[src/rtl/tkd_pkg.sv]
`timescale 1ns / 1ps

package tkd_pkg;

    // key_mod flag bits
    localparam logic [5:0] MOD_BTN     = 6'b000001;
    localparam logic [5:0] MOD_TIMEOUT = 6'b000010;
    localparam logic [5:0] MOD_CTRL    = 6'b000100;
    localparam logic [5:0] MOD_ALT     = 6'b001000;
    localparam logic [5:0] MOD_CHAR    = 6'b010000;
    localparam logic [5:0] MOD_FN      = 6'b100000;
    localparam logic [5:0] MOD_TMO_KEY = MOD_BTN | MOD_TIMEOUT;
    localparam logic [5:0] MOD_REPEAT  = MOD_CTRL | MOD_ALT | MOD_FN;

    // button codes
    localparam logic [4:0] BTN_NONE      = 5'd0;
    localparam logic [4:0] BTN_ENTER     = 5'd1;
    localparam logic [4:0] BTN_BACKSPACE = 5'd2;
    localparam logic [4:0] BTN_ESC       = 5'd3;
    localparam logic [4:0] BTN_UP        = 5'd4;
    localparam logic [4:0] BTN_DOWN      = 5'd5;
    localparam logic [4:0] BTN_RIGHT     = 5'd6;
    localparam logic [4:0] BTN_LEFT      = 5'd7;
    localparam logic [4:0] BTN_HOME      = 5'd8;
    localparam logic [4:0] BTN_END       = 5'd9;
    localparam logic [4:0] BTN_PGUP      = 5'd10;
    localparam logic [4:0] BTN_PGDN      = 5'd11;
    localparam logic [4:0] BTN_MOD_BASE  = 5'd12;

    // byte values
    localparam logic [7:0] CH_CR     = 8'd13;
    localparam logic [7:0] CH_DEL    = 8'd127;
    localparam logic [7:0] CH_ESC    = 8'd27;
    localparam logic [7:0] CH_CSI    = 8'd91;
    localparam logic [7:0] CH_TILDE  = 8'd126;
    localparam logic [7:0] CH_ONE    = 8'd49;
    localparam logic [7:0] CH_SEMI   = 8'd59;
    localparam logic [7:0] CH_FIVE   = 8'd53;
    localparam logic [7:0] CH_SIX    = 8'd54;
    localparam logic [7:0] CH_TWO    = 8'd50;
    localparam logic [7:0] CH_UP_H   = 8'd72;
    localparam logic [7:0] CH_UP_F   = 8'd70;
    localparam logic [7:0] CH_SPACE  = 8'd32;
    localparam logic [7:0] CH_UP_A   = 8'd65;
    localparam logic [7:0] CH_UP_B   = 8'd66;
    localparam logic [7:0] CH_UP_C   = 8'd67;
    localparam logic [7:0] CH_UP_D   = 8'd68;
    localparam logic [7:0] CTRL_BIAS = 8'd96;

    typedef struct packed {
        logic       ok;
        logic [5:0] mod;
        logic [7:0] chr;
        logic       set_btn;
        logic [4:0] btn;
    } dec_t;

    typedef struct packed {
        logic       ok;
        logic [5:0] key_mod;
        logic [7:0] key_char;
        logic [4:0] key_button;
        logic [3:0] repeat_count;
        logic       committed;
        logic       is_timeout;
        logic       is_text_key;
        logic       is_backspace;
    } res_t;

endpackage

[src/rtl/tkd_decode.sv]
`timescale 1ns / 1ps

module tkd_decode
(
    input  logic [2:0]    byte_count,
    input  logic [7:0]    byte0,
    input  logic [7:0]    byte1,
    input  logic [7:0]    byte2,
    input  logic [7:0]    byte3,
    input  logic [7:0]    byte4,
    input  logic [7:0]    byte5,
    output tkd_pkg::dec_t dec
);
    import tkd_pkg::*;

    logic       csi;
    logic [1:0] dir;
    logic [2:0] digit;

    assign csi   = (byte0 == CH_ESC) && (byte1 == CH_CSI);
    assign dir   = byte5[1:0] - CH_UP_A[1:0];
    assign digit = byte4[2:0] - CH_TWO[2:0];

    always_comb
    begin
        dec         = '0;
        dec.ok      = 1'b1;
        unique case (byte_count)
            3'd0:
            begin
                dec.set_btn = 1'b1;
                dec.btn     = BTN_NONE;
                dec.mod     = MOD_TMO_KEY;
            end
            3'd1:
            begin
                if (byte0 == CH_CR)
                begin
                    dec.set_btn = 1'b1;
                    dec.btn     = BTN_ENTER;
                    dec.mod     = MOD_BTN;
                end
                else if (byte0 == CH_DEL)
                begin
                    dec.set_btn = 1'b1;
                    dec.btn     = BTN_BACKSPACE;
                    dec.mod     = MOD_BTN;
                end
                else if (byte0 == CH_ESC)
                begin
                    dec.set_btn = 1'b1;
                    dec.btn     = BTN_ESC;
                    dec.mod     = MOD_BTN;
                end
                else if (byte0 < CH_SPACE)
                begin
                    dec.chr = byte0 + CTRL_BIAS;
                    dec.mod = MOD_CTRL;
                end
                else if (byte0 <= CH_TILDE)
                begin
                    dec.chr = byte0;
                    dec.mod = MOD_CHAR;
                end
            end
            3'd2:
            begin
                if (byte0 == CH_ESC && byte1 != 8'd0)
                begin
                    dec.chr = byte1;
                    dec.mod = MOD_ALT;
                end
            end
            3'd3:
            begin
                if (csi)
                begin
                    dec.mod     = MOD_BTN;
                    dec.set_btn = 1'b1;
                    unique case (byte2)
                        CH_UP_A: dec.btn = BTN_UP;
                        CH_UP_B: dec.btn = BTN_DOWN;
                        CH_UP_C: dec.btn = BTN_RIGHT;
                        CH_UP_D: dec.btn = BTN_LEFT;
                        CH_UP_H: dec.btn = BTN_HOME;
                        CH_UP_F: dec.btn = BTN_END;
                        default: dec.ok  = 1'b0;
                    endcase
                end
            end
            3'd4:
            begin
                if (csi && byte3 == CH_TILDE)
                begin
                    dec.mod     = MOD_BTN;
                    dec.set_btn = 1'b1;
                    if (byte2 == CH_FIVE)
                        dec.btn = BTN_PGUP;
                    else if (byte2 == CH_SIX)
                        dec.btn = BTN_PGDN;
                    else
                        dec.ok = 1'b0;
                end
            end
            3'd6:
            begin
                if (csi && byte2 == CH_ONE && byte3 == CH_SEMI)
                begin
                    dec.mod = MOD_BTN;
                    if (byte5 < CH_UP_A || byte5 > CH_UP_D)
                        dec.ok = 1'b0;
                    if (byte4 >= CH_TWO && byte4 <= CH_SIX)
                    begin
                        dec.set_btn = 1'b1;
                        dec.btn     = BTN_MOD_BASE + {1'b0, dir, 2'b00} + {3'b000, dir}
                                      + {2'b00, digit};
                    end
                end
            end
            default:
            begin
                dec.ok = 1'b0;
            end
        endcase
    end

endmodule

[src/rtl/tkd_hold.sv]
`timescale 1ns / 1ps

module tkd_hold
#(
    parameter int MAX_REPEAT = 3
)
(
    input  logic          clk,
    input  logic          rst_n,
    input  logic          en,
    input  tkd_pkg::dec_t dec,
    output tkd_pkg::res_t res
);
    import tkd_pkg::*;

    logic [4:0] last_button_reg, last_button_next;
    logic [7:0] held_char_reg,   held_char_next;
    logic [4:0] held_button_reg, held_button_next;
    logic [5:0] held_mod_reg,    held_mod_next;
    logic [3:0] held_count_reg,  held_count_next;
    logic       commit_next;
    logic       idle;
    logic       rpt_key;
    logic [4:0] cnt_inc;

    assign last_button_next = dec.set_btn ? dec.btn : last_button_reg;
    assign idle    = (held_mod_reg == MOD_TMO_KEY || held_mod_reg == '0)
                     && held_button_reg == BTN_NONE;
    assign rpt_key = |(dec.mod & MOD_REPEAT);
    assign cnt_inc = {1'b0, held_count_reg} + 5'd1;

    always_comb
    begin
        held_char_next   = held_char_reg;
        held_button_next = held_button_reg;
        held_mod_next    = held_mod_reg;
        held_count_next  = held_count_reg;
        commit_next      = 1'b0;
        if (idle)
        begin
            if (dec.mod != '0)
            begin
                held_mod_next    = dec.mod;
                held_char_next   = dec.chr;
                held_button_next = last_button_next;
                held_count_next  = 4'd1;
                commit_next      = !rpt_key;
            end
        end
        else if (dec.mod == MOD_TMO_KEY && last_button_next == BTN_NONE)
        begin
            commit_next = 1'b1;
        end
        else if (rpt_key && dec.chr == held_char_reg)
        begin
            if (cnt_inc == 5'(MAX_REPEAT))
            begin
                commit_next     = 1'b1;
                held_count_next = cnt_inc[3:0];
            end
            else if (cnt_inc < 5'(MAX_REPEAT))
            begin
                held_count_next = cnt_inc[3:0];
            end
        end
        else
        begin
            held_mod_next    = dec.mod;
            held_char_next   = dec.chr;
            held_button_next = last_button_next;
            held_count_next  = 4'd1;
            commit_next      = !rpt_key;
        end
    end

    always_comb
    begin
        res = '0;
        if (dec.ok)
        begin
            res.ok           = 1'b1;
            res.key_mod      = held_mod_next;
            res.key_char     = held_char_next;
            res.key_button   = held_button_next;
            res.repeat_count = held_count_next;
            res.committed    = commit_next;
            res.is_timeout   = held_button_next == BTN_NONE && held_mod_next == MOD_TMO_KEY;
            res.is_text_key  = held_mod_next == MOD_CHAR && held_count_next == 4'd1
                               && commit_next;
            res.is_backspace = held_button_next == BTN_BACKSPACE && held_mod_next == MOD_BTN
                               && commit_next;
        end
    end

    // committed key clears right after it is reported
    always_ff @(posedge clk or negedge rst_n)
    begin
        if (!rst_n)
        begin
            last_button_reg <= '0;
            held_char_reg   <= '0;
            held_button_reg <= '0;
            held_mod_reg    <= '0;
            held_count_reg  <= '0;
        end
        else if (en && dec.ok)
        begin
            last_button_reg <= last_button_next;
            if (commit_next)
            begin
                held_char_reg   <= '0;
                held_button_reg <= '0;
                held_mod_reg    <= '0;
                held_count_reg  <= '0;
            end
            else
            begin
                held_char_reg   <= held_char_next;
                held_button_reg <= held_button_next;
                held_mod_reg    <= held_mod_next;
                held_count_reg  <= held_count_next;
            end
        end
    end

`ifndef NO_ASSERTIONS
    a_count_max: assert property (@(posedge clk) disable iff (!rst_n)
        {1'b0, held_count_reg} <= 5'(MAX_REPEAT))
        else $error("held count above limit");

    a_mod_count: assert property (@(posedge clk) disable iff (!rst_n)
        (held_mod_reg != '0) == (held_count_reg != '0))
        else $error("held flags and count disagree");

    a_commit_clear: assert property (@(posedge clk) disable iff (!rst_n)
        en && res.committed |=> held_mod_reg == '0 && held_count_reg == '0
                                && held_button_reg == '0)
        else $error("committed key not cleared");
`endif

endmodule

[src/rtl/terminal_key_sequence_decoder.sv]
`timescale 1ns / 1ps

// Path: input register, then result register.
// Throughput: one beat per cycle unless the result side stalls; decode and held-key update are combinational.
// Backpressure on the result side stalls the input register in place.
// Reset (rst_n low, async): pipeline empty, held key, repeat count and last button cleared.
module terminal_key_sequence_decoder
#(
    parameter int MAX_REPEAT = 3
)
(
    input  logic        clk,
    input  logic        rst_n,
    input  logic        s_axis_tvalid,
    output logic        s_axis_tready,
    // read_failed, byte_count[2:0], byte0..byte5, zero pad
    input  logic [55:0] s_axis_tdata,
    output logic        m_axis_tvalid,
    input  logic        m_axis_tready,
    // ok, key_mod[5:0], key_char[7:0], key_button[4:0], repeat_count[3:0],
    // committed, is_timeout, is_text_key, is_backspace, zero pad
    output logic [31:0] m_axis_tdata
);
    import tkd_pkg::*;

    logic        in_valid_reg;
    logic [55:0] in_data_reg;
    logic        out_valid_reg;
    logic [31:0] out_data_reg;
    logic        out_adv;
    logic        stage_en;
    dec_t        dec;
    res_t        res;

    assign out_adv       = !out_valid_reg || m_axis_tready;
    assign s_axis_tready = !in_valid_reg || out_adv;
    assign stage_en      = in_valid_reg && out_adv;

    always_ff @(posedge clk or negedge rst_n)
    begin
        if (!rst_n)
        begin
            in_valid_reg <= 1'b0;
        end
        else if (s_axis_tready)
        begin
            in_valid_reg <= s_axis_tvalid;
        end
    end

    always_ff @(posedge clk)
    begin
        if (s_axis_tvalid && s_axis_tready)
        begin
            in_data_reg <= s_axis_tdata;
        end
    end

    tkd_decode u_decode
    (
        .byte_count (in_data_reg[3:1]),
        .byte0      (in_data_reg[11:4]),
        .byte1      (in_data_reg[19:12]),
        .byte2      (in_data_reg[27:20]),
        .byte3      (in_data_reg[35:28]),
        .byte4      (in_data_reg[43:36]),
        .byte5      (in_data_reg[51:44]),
        .dec        (dec)
    );

    dec_t dec_gated;

    // failed read overrides the decode
    always_comb
    begin
        dec_gated = dec;
        if (in_data_reg[0])
            dec_gated.ok = 1'b0;
    end

    tkd_hold #(.MAX_REPEAT(MAX_REPEAT)) u_hold
    (
        .clk   (clk),
        .rst_n (rst_n),
        .en    (stage_en),
        .dec   (dec_gated),
        .res   (res)
    );

    always_ff @(posedge clk or negedge rst_n)
    begin
        if (!rst_n)
        begin
            out_valid_reg <= 1'b0;
        end
        else if (out_adv)
        begin
            out_valid_reg <= in_valid_reg;
        end
    end

    always_ff @(posedge clk)
    begin
        if (stage_en)
        begin
            out_data_reg <= {4'b0000, res.is_backspace, res.is_text_key, res.is_timeout,
                             res.committed, res.repeat_count, res.key_button, res.key_char,
                             res.key_mod, res.ok};
        end
    end

    assign m_axis_tvalid = out_valid_reg;
    assign m_axis_tdata  = out_data_reg;

`ifndef NO_ASSERTIONS
    a_fail_zero: assert property (@(posedge clk) disable iff (!rst_n)
        m_axis_tvalid && !m_axis_tdata[0] |-> m_axis_tdata[31:1] == '0)
        else $error("failed beat carries nonzero fields");

    a_text_commit: assert property (@(posedge clk) disable iff (!rst_n)
        m_axis_tvalid && m_axis_tdata[26] |-> m_axis_tdata[24] && m_axis_tdata[23:20] == 4'd1)
        else $error("text key flag without single committed key");

    a_stage_hold: assert property (@(posedge clk) disable iff (!rst_n)
        in_valid_reg && !out_adv |=> in_valid_reg && $stable(in_data_reg))
        else $error("input stage lost a stalled beat");
`endif

endmodule

[config.mk]
export PLATFORM = sky130hd
export DESIGN_NAME = terminal_key_sequence_decoder
export DESIGN_NICKNAME = d
export VERILOG_FILES = /design/src/rtl/tkd_pkg.sv /design/src/rtl/tkd_decode.sv /design/src/rtl/tkd_hold.sv /design/src/rtl/terminal_key_sequence_decoder.sv
export SDC_FILE = /design/constraint.sdc
export NUM_CORES = 1
export LEC_CHECK = 0
export BUFFER_PORTS_ARGS = -buffer_cell sky130_fd_sc_hd__buf_2
export CORE_AREA = 5 5 135 137
export CTS_BUF_LIST = sky130_fd_sc_hd__clkbuf_2
export CTS_CLUSTER_DIAMETER = 50
export CTS_CLUSTER_SIZE = 40
export DETAILED_ROUTE_END_ITERATION = 7
export DIE_AREA = 0 0 140 142
export PLACE_DENSITY = 0.65
export RECOVER_POWER = 100
export SETUP_SLACK_MARGIN = 0.05
export SLEW_MARGIN = 20
export SYNTH_ARGS = -nofsm -noshare
export SYNTH_HDL_FRONTEND = slang
export SYNTH_SLANG_ARGS = --single-unit
[constraint.sdc]
create_clock -name clk -period 6 [get_ports clk]
set_input_delay 1.2 -clock clk [delete_from_list [all_inputs] [get_ports clk]]
set_output_delay 1.2 -clock clk [all_outputs]
set_load 0.02 [all_outputs]
* After elaboration in Yosys (flattened, before gate mapping)
Cells that the tools add are included.
** Cells by class
- Multiplexer cells :: 60
- $add $sub $neg :: 7
- $lt $le $gt $ge :: 7
- Equality and inequality tests :: 29
- Reductions and logical operators :: 34
** Operators by type and width (count)
- $mux 6 :: 15
- $eq 8x7->1 const B :: 9
- $mux 8 :: 8
- $pmux 6 s6 :: 1
- $mux 5 :: 7
- $eq 8x6->1 const B :: 4
- $mux 4 :: 8
- $pmux 6 s5 :: 1
- $mux 28 :: 1
- $mux 13 :: 2
- $pmux 4 s6 :: 1
- $mux 7 :: 3
- $eq 6x2->1 const B :: 3
- $logic_and 1x1->1 :: 17
- $pmux 8 s2 :: 1
- $logic_not 5->1 :: 3
- $mux 12 :: 1
- $eq 5x2->1 const B :: 2
- $mux 1 :: 10
- $add 8x7->8 const B :: 1
- $eq 8x4->1 const B :: 1
- $eq 8x5->1 const B :: 1
- $eq 8x8->1 :: 1
- $ge 8x6->1 const B :: 1
- 27 further kinds :: 35
** Word-level totals
- Logic and storage cells :: 147
- Bits in registers :: 110
- Input port bits :: 60
- Output and inout port bits :: 34

* Longest topological paths before layout
- Word-level depth :: 16
- Mapped depth :: 14
- Mapped depth without buffers :: 14

* Hierarchy
From an unflattened synthesis, not the netlist that was laid out.
** Second synthesis, totals
- Cell total of the unflattened synthesis :: 476
- Area, all modules :: 5685.5 µm²
** Modules (own cells, without submodules)
- terminal_key_sequence_decoder :: seq. area each 2452.4 µm², area an instance 2546.2 µm², instances 1, cells each 94
- tkd_hold :: seq. area each 700.7 µm², area an instance 2094.5 µm², instances 1, cells each 223
- tkd_decode :: seq. area each 0.0 µm², area an instance 1044.8 µm², instances 1, cells each 159

* Worst setup path after synthesis
Ideal clock, no wire load.
- Kind :: reg2reg
- Start point :: register in_data_reg[11]
- End point :: register out_data_reg[25] (netlist: m_axis_tdata[25]) (data pin)
- Data arrival time :: 3.265 ns
- Required time :: 5.818 ns
- Slack :: 2.553 ns
- Buffers on the path :: 2
- Cell stages (with the launch flop) :: 12
- Path through :: edfxtp_1 > or3_1 > buf_2 > or4_4 > o32ai_2 > o221ai_2 > nor4_4 > and2_1 > buf_6 > o21ai_2 > or4b_4 > nor4b_1
** On the way
- Longest elaborated chain between the ends :: 14
** Ends and longest elaborated chain
- from (decl) :: RTL line terminal_key_sequence_decoder.sv:27 : logic [55:0] in_data_reg;
- from (signal assigned) :: RTL line terminal_key_sequence_decoder.sv:55 : in_data_reg <= s_axis_tdata;
- $le 8x7->1 :: RTL line tkd_decode.sv:60 : else if (byte0 <= CH_TILDE)
- $mux 13 :: RTL line tkd_decode.sv:60
- $mux 13 :: RTL line tkd_decode.sv:55 : else if (byte0 < CH_SPACE)
- $mux 8 :: RTL line tkd_decode.sv:49 : else if (byte0 == CH_ESC)
- $mux 8 :: RTL line tkd_decode.sv:43 : else if (byte0 == CH_DEL)
- $mux 8 :: RTL line tkd_decode.sv:37 : if (byte0 == CH_CR)
- $pmux 8 s2 :: RTL line tkd_decode.sv:28 : unique case (byte_count)
- $eq 8x8->1 :: RTL line tkd_hold.sv:54 : else if (rpt_key && dec.chr == held_char_reg)
- $logic_and 1x1->1 :: RTL line tkd_hold.sv:54
- $mux 6 or $mux 5 (tied branches) :: RTL line tkd_hold.sv:54
- $mux 6 or $mux 5 (tied branches) :: RTL line tkd_hold.sv:50 : else if (dec.mod == MOD_TMO_KEY && last_button_next == BTN_NONE)
- $mux 6 or $mux 5 (tied branches) :: RTL line tkd_hold.sv:39 : if (idle)
- $eq 6x2->1 or $logic_not 5->1 (tied branches) :: RTL line tkd_hold.sv:87 : res.is_timeout = held_button_next == BTN_NONE && held_mod_next == MOD_TMO_KEY;
- $logic_and 1x1->1 :: RTL line tkd_hold.sv:87
- to (signal assigned) :: RTL line terminal_key_sequence_decoder.sv:106 : out_data_reg <= {4'b0000, res.is_backspace, res.is_text_key, res.is_timeout,
- to (decl) :: RTL line terminal_key_sequence_decoder.sv:29 : logic [31:0] out_data_reg;
Several ways; a longest one is shown, not always the timed one.
A chain may end at the register's enable or synchronous reset.

* Worst setup path after layout
- Start point :: register in_data_reg[6]
- End point :: register out_data_reg[25] (netlist: m_axis_tdata[25]) (data pin)
The elaborated chain is that of the path after synthesis.

==> impl_metrics.toml <==
[power_and_ir_drop]
p_leak_uw = 0.00239
ir_drop_uv = 129
power.density_nw_per_um2 = 288

[worst_setup_path]
worstPathMaxFanout = 22
arrival_ns = 5.28
start_kind = "flip-flop"
cp.required_ns = 6.41
criticalPathCategory = "reg -> reg"
cp-end-kind = "flip-flop"

[route]
vias_per_cell = 5.23
drtPass1Iterations = 5
drc = 0
detail_route.iter0.violations = 365
drt-total-wl_mm = 13.6
routedWlPerCell_um = 16.4
routed-via-count = 4322
antenna_left = 0

[yosys]
synthMuxAreaShare_pct = 1.43
synth_cell_types = 78
synthSimpleGateAreaFrac_pct = 20.7
synth_adder_area_share_pct = 2.96
synth-xor-area-share_pct = 1.22
synth_compound_area_share_pct = 14.5
async_flop_share_pct = 27.3
ys_ff_latch = 110
synth_top_family_by_area = "simple AND/OR/NAND/NOR gates"
synth_top_flop_cell = "edfxtp_1"
netlist_area_um2 = 5760
syn_inst = 518
synth_enable_flop_cells = 80
syn_avg_cell_area_um2 = 11.1
seq_area_frac_synth_pct = 54.8
ys_warn_count = 0

[cts]
clk_path_buf_depth = 2
cts_sinks = 110
cts_resized = 0
postCtsHoldBufs = 0
cts_buffers = 9
cts_tree = "done"
insertion_delay_ns = 0.63
clk_pin_slew_ns = 0.30
post-cts-setup-buffers = 0
cts_root_buf = "clkbuf_2"
htree_levels = 3

[floorplanning]
core-area_um2 = 16900
boundaryPins = 94
dieArea_um2 = 19900
die_width_um = 140
die_h_um = 142
start_util_pct = 34.0
num_rows = 48

[sta]
whs_ns = 0.528
setup_tns_ns = 0
finalMaxSlewViolations = 84
final.min_clock_period_ns = 4.87
finalHoldViolations = 0
min_period_over_period_pct = 81.2
skew_ns = 0.0531
tightest_slew_ns = 3.18
setup_viol_count_final = 0
clock.fmax_mhz = 205
rsz0062_at_grt = "no"
relSlewSlack_pct = -112

[min_path]
hold_class = "reg -> reg"

[global_route]
grt.busiest_layer = "met2"
grt_pass1_vias = 4268
grtUsageMet2_pct = 21.5
grt.met1_usage_pct = 19.2
grt_first_pass_wirelength_mm = 22.2
antenna_found_initial = 0
grt_overflow = 0
grt_max_degree = 53
groute.usage.overall_pct = 13.9
grtUsageMet3_pct = 2.96

[outcome]
outcome = "complete, but fails checks"
violations = "max-capacitance violations, max-slew violations"

[layout]
final_util_pct = 38.0
drive_gt1_share_pct = 14.3
final_cell_mix = "edfxtp_1 (80), buf_2 (52), nor2_1 (45), inv_1 (34), nand2_1 (34)"
largest_reg_flops = 52
diodes = 0
synthToLayoutAreaGrowth_pct = 11.7
final_common_cell = "edfxtp_1"
nets = 670

[placement]
portBuffers = 85
place.gp.congestion = 0.884
hpwlAfterDp_mm = 10.1

[run]
drv_cap = 2
==> power breakdown <==
part	switching [uW]	internal, uW
Clock	250	102
Sequential	49.6	902
Combinational	374	175
==> cell usage after synthesis (all sizes together), types with 6 or more instances <==
| cell type | number | share of area (%) |
|---|---|---|
| nor2 | 45 | 2.9 |
| nand2 | 34 | 2.2 |
| inv | 34 | 2.2 |
| o31ai | 6 | 0.78 |
| o21ai | 17 | 1.5 |
| nand4 | 7 | 0.76 |
| buf | 10 | 1.2 |
| ha | 12 | 2.6 |
| dfrtp | 30 | 13 |
| clkbuf | 15 | 0.98 |
| mux2i | 6 | 1.0 |
| o22ai | 11 | 1.2 |
| nor3 | 19 | 1.7 |
| and2 | 14 | 1.5 |
| edfxtp | 80 | 42 |
| a21oi | 18 | 1.6 |
| nor4 | 14 | 2.0 |
| xnor2 | 6 | 0.91 |
| a211oi | 10 | 1.4 |
| nand3 | 14 | 1.2 |
| o21a | 8 | 1.0 |
==> per-stage QoR <==
step,std cells,instance area [um^2],power [uW],setup WS [ns]
2_1_floorplan,521,5770,1350,2.55
4_1_cts,827,6500,1890,1.53
5_1_grt,827,6430,1970,0.698
3_5_place_dp,811,6390,1530,1.60
6_report,827,6430,1850,1.13
3_3_place_gp,811,6390,1510,1.69
==> cells by family (layout without fill, tap and decap cells) <==
| kind of cell | Yosys count | count (layout) |
|---|---|---|
| other | 1 | 4 |
| AND/OR/NAND/NOR | 206 | 206 |
| buffers and inverters | 59 | 140 |
| flip-flops | 110 | 110 |
| XOR/XNOR | 8 | 8 |
| AO/OA/AOI/OAI | 113 | 113 |
| adder cells (fa/ha/maj) | 13 | 13 |
| multiplexers | 8 | 8 |
==> path summary, 6_finish.rpt <==
kind	from	to	slack [ns]	depth (start not counted)
max	in_data_reg[6]$_DFFE_PP_	m_axis_tdata[25]$_SDFFCE_PN0P_	1.13	9
min	in_valid_reg$_DFFE_PN0N_	m_axis_tvalid$_DFFE_PN0P_	0.53	1
max reg2reg	in_data_reg[6]$_DFFE_PP_	m_axis_tdata[25]$_SDFFCE_PN0P_	1.13	9
min reg2reg	in_valid_reg$_DFFE_PN0N_	m_axis_tvalid$_DFFE_PN0P_	0.53	1
max in group asynchronous	rst_n	u_hold.held_mod_reg[0]$_DFFE_PN0P_	3.98	1
min in group asynchronous	rst_n	u_hold.held_count_reg[1]$_DFFE_PN0P_	0.97	1
==> routing by layer <==
| metal | part of all wire [%] | vias to the layer above |
|---|---|---|
| li1 | - | 2118 |
| met1 | 48 | 2027 |
| met2 | 45 | 151 |
| met3 | 5.6 | 26 |
| met4 | 2.1 | 0 |
| met5 | 0 | - |
==> layout make-up <==
class | count | area, um^2
Multi-Input combinational cell | 352 | 2330
Clock inverter | 6 | 66.3
Fill cell | 1736 | 10500
Sequential cell | 110 | 3150
Tap cell | 225 | 282
Clock buffer | 10 | 50.0
Inverter | 34 | 128
Timing Repair Buffer | 90 | 418
==> worst max-delay path: stages, from the launching register on <==
cell,delay [ns]
edfxtp_1,0.74
or3_1,0.44
a211oi_1,0.56
o32a_1,0.32
o311ai_0,0.15
o21ai_0,0.90
a21oi_1,0.40
mux2i_1,0.20
or4b_2,0.66
nor4b_1,0.28
(Power assumes the default switching activity.)
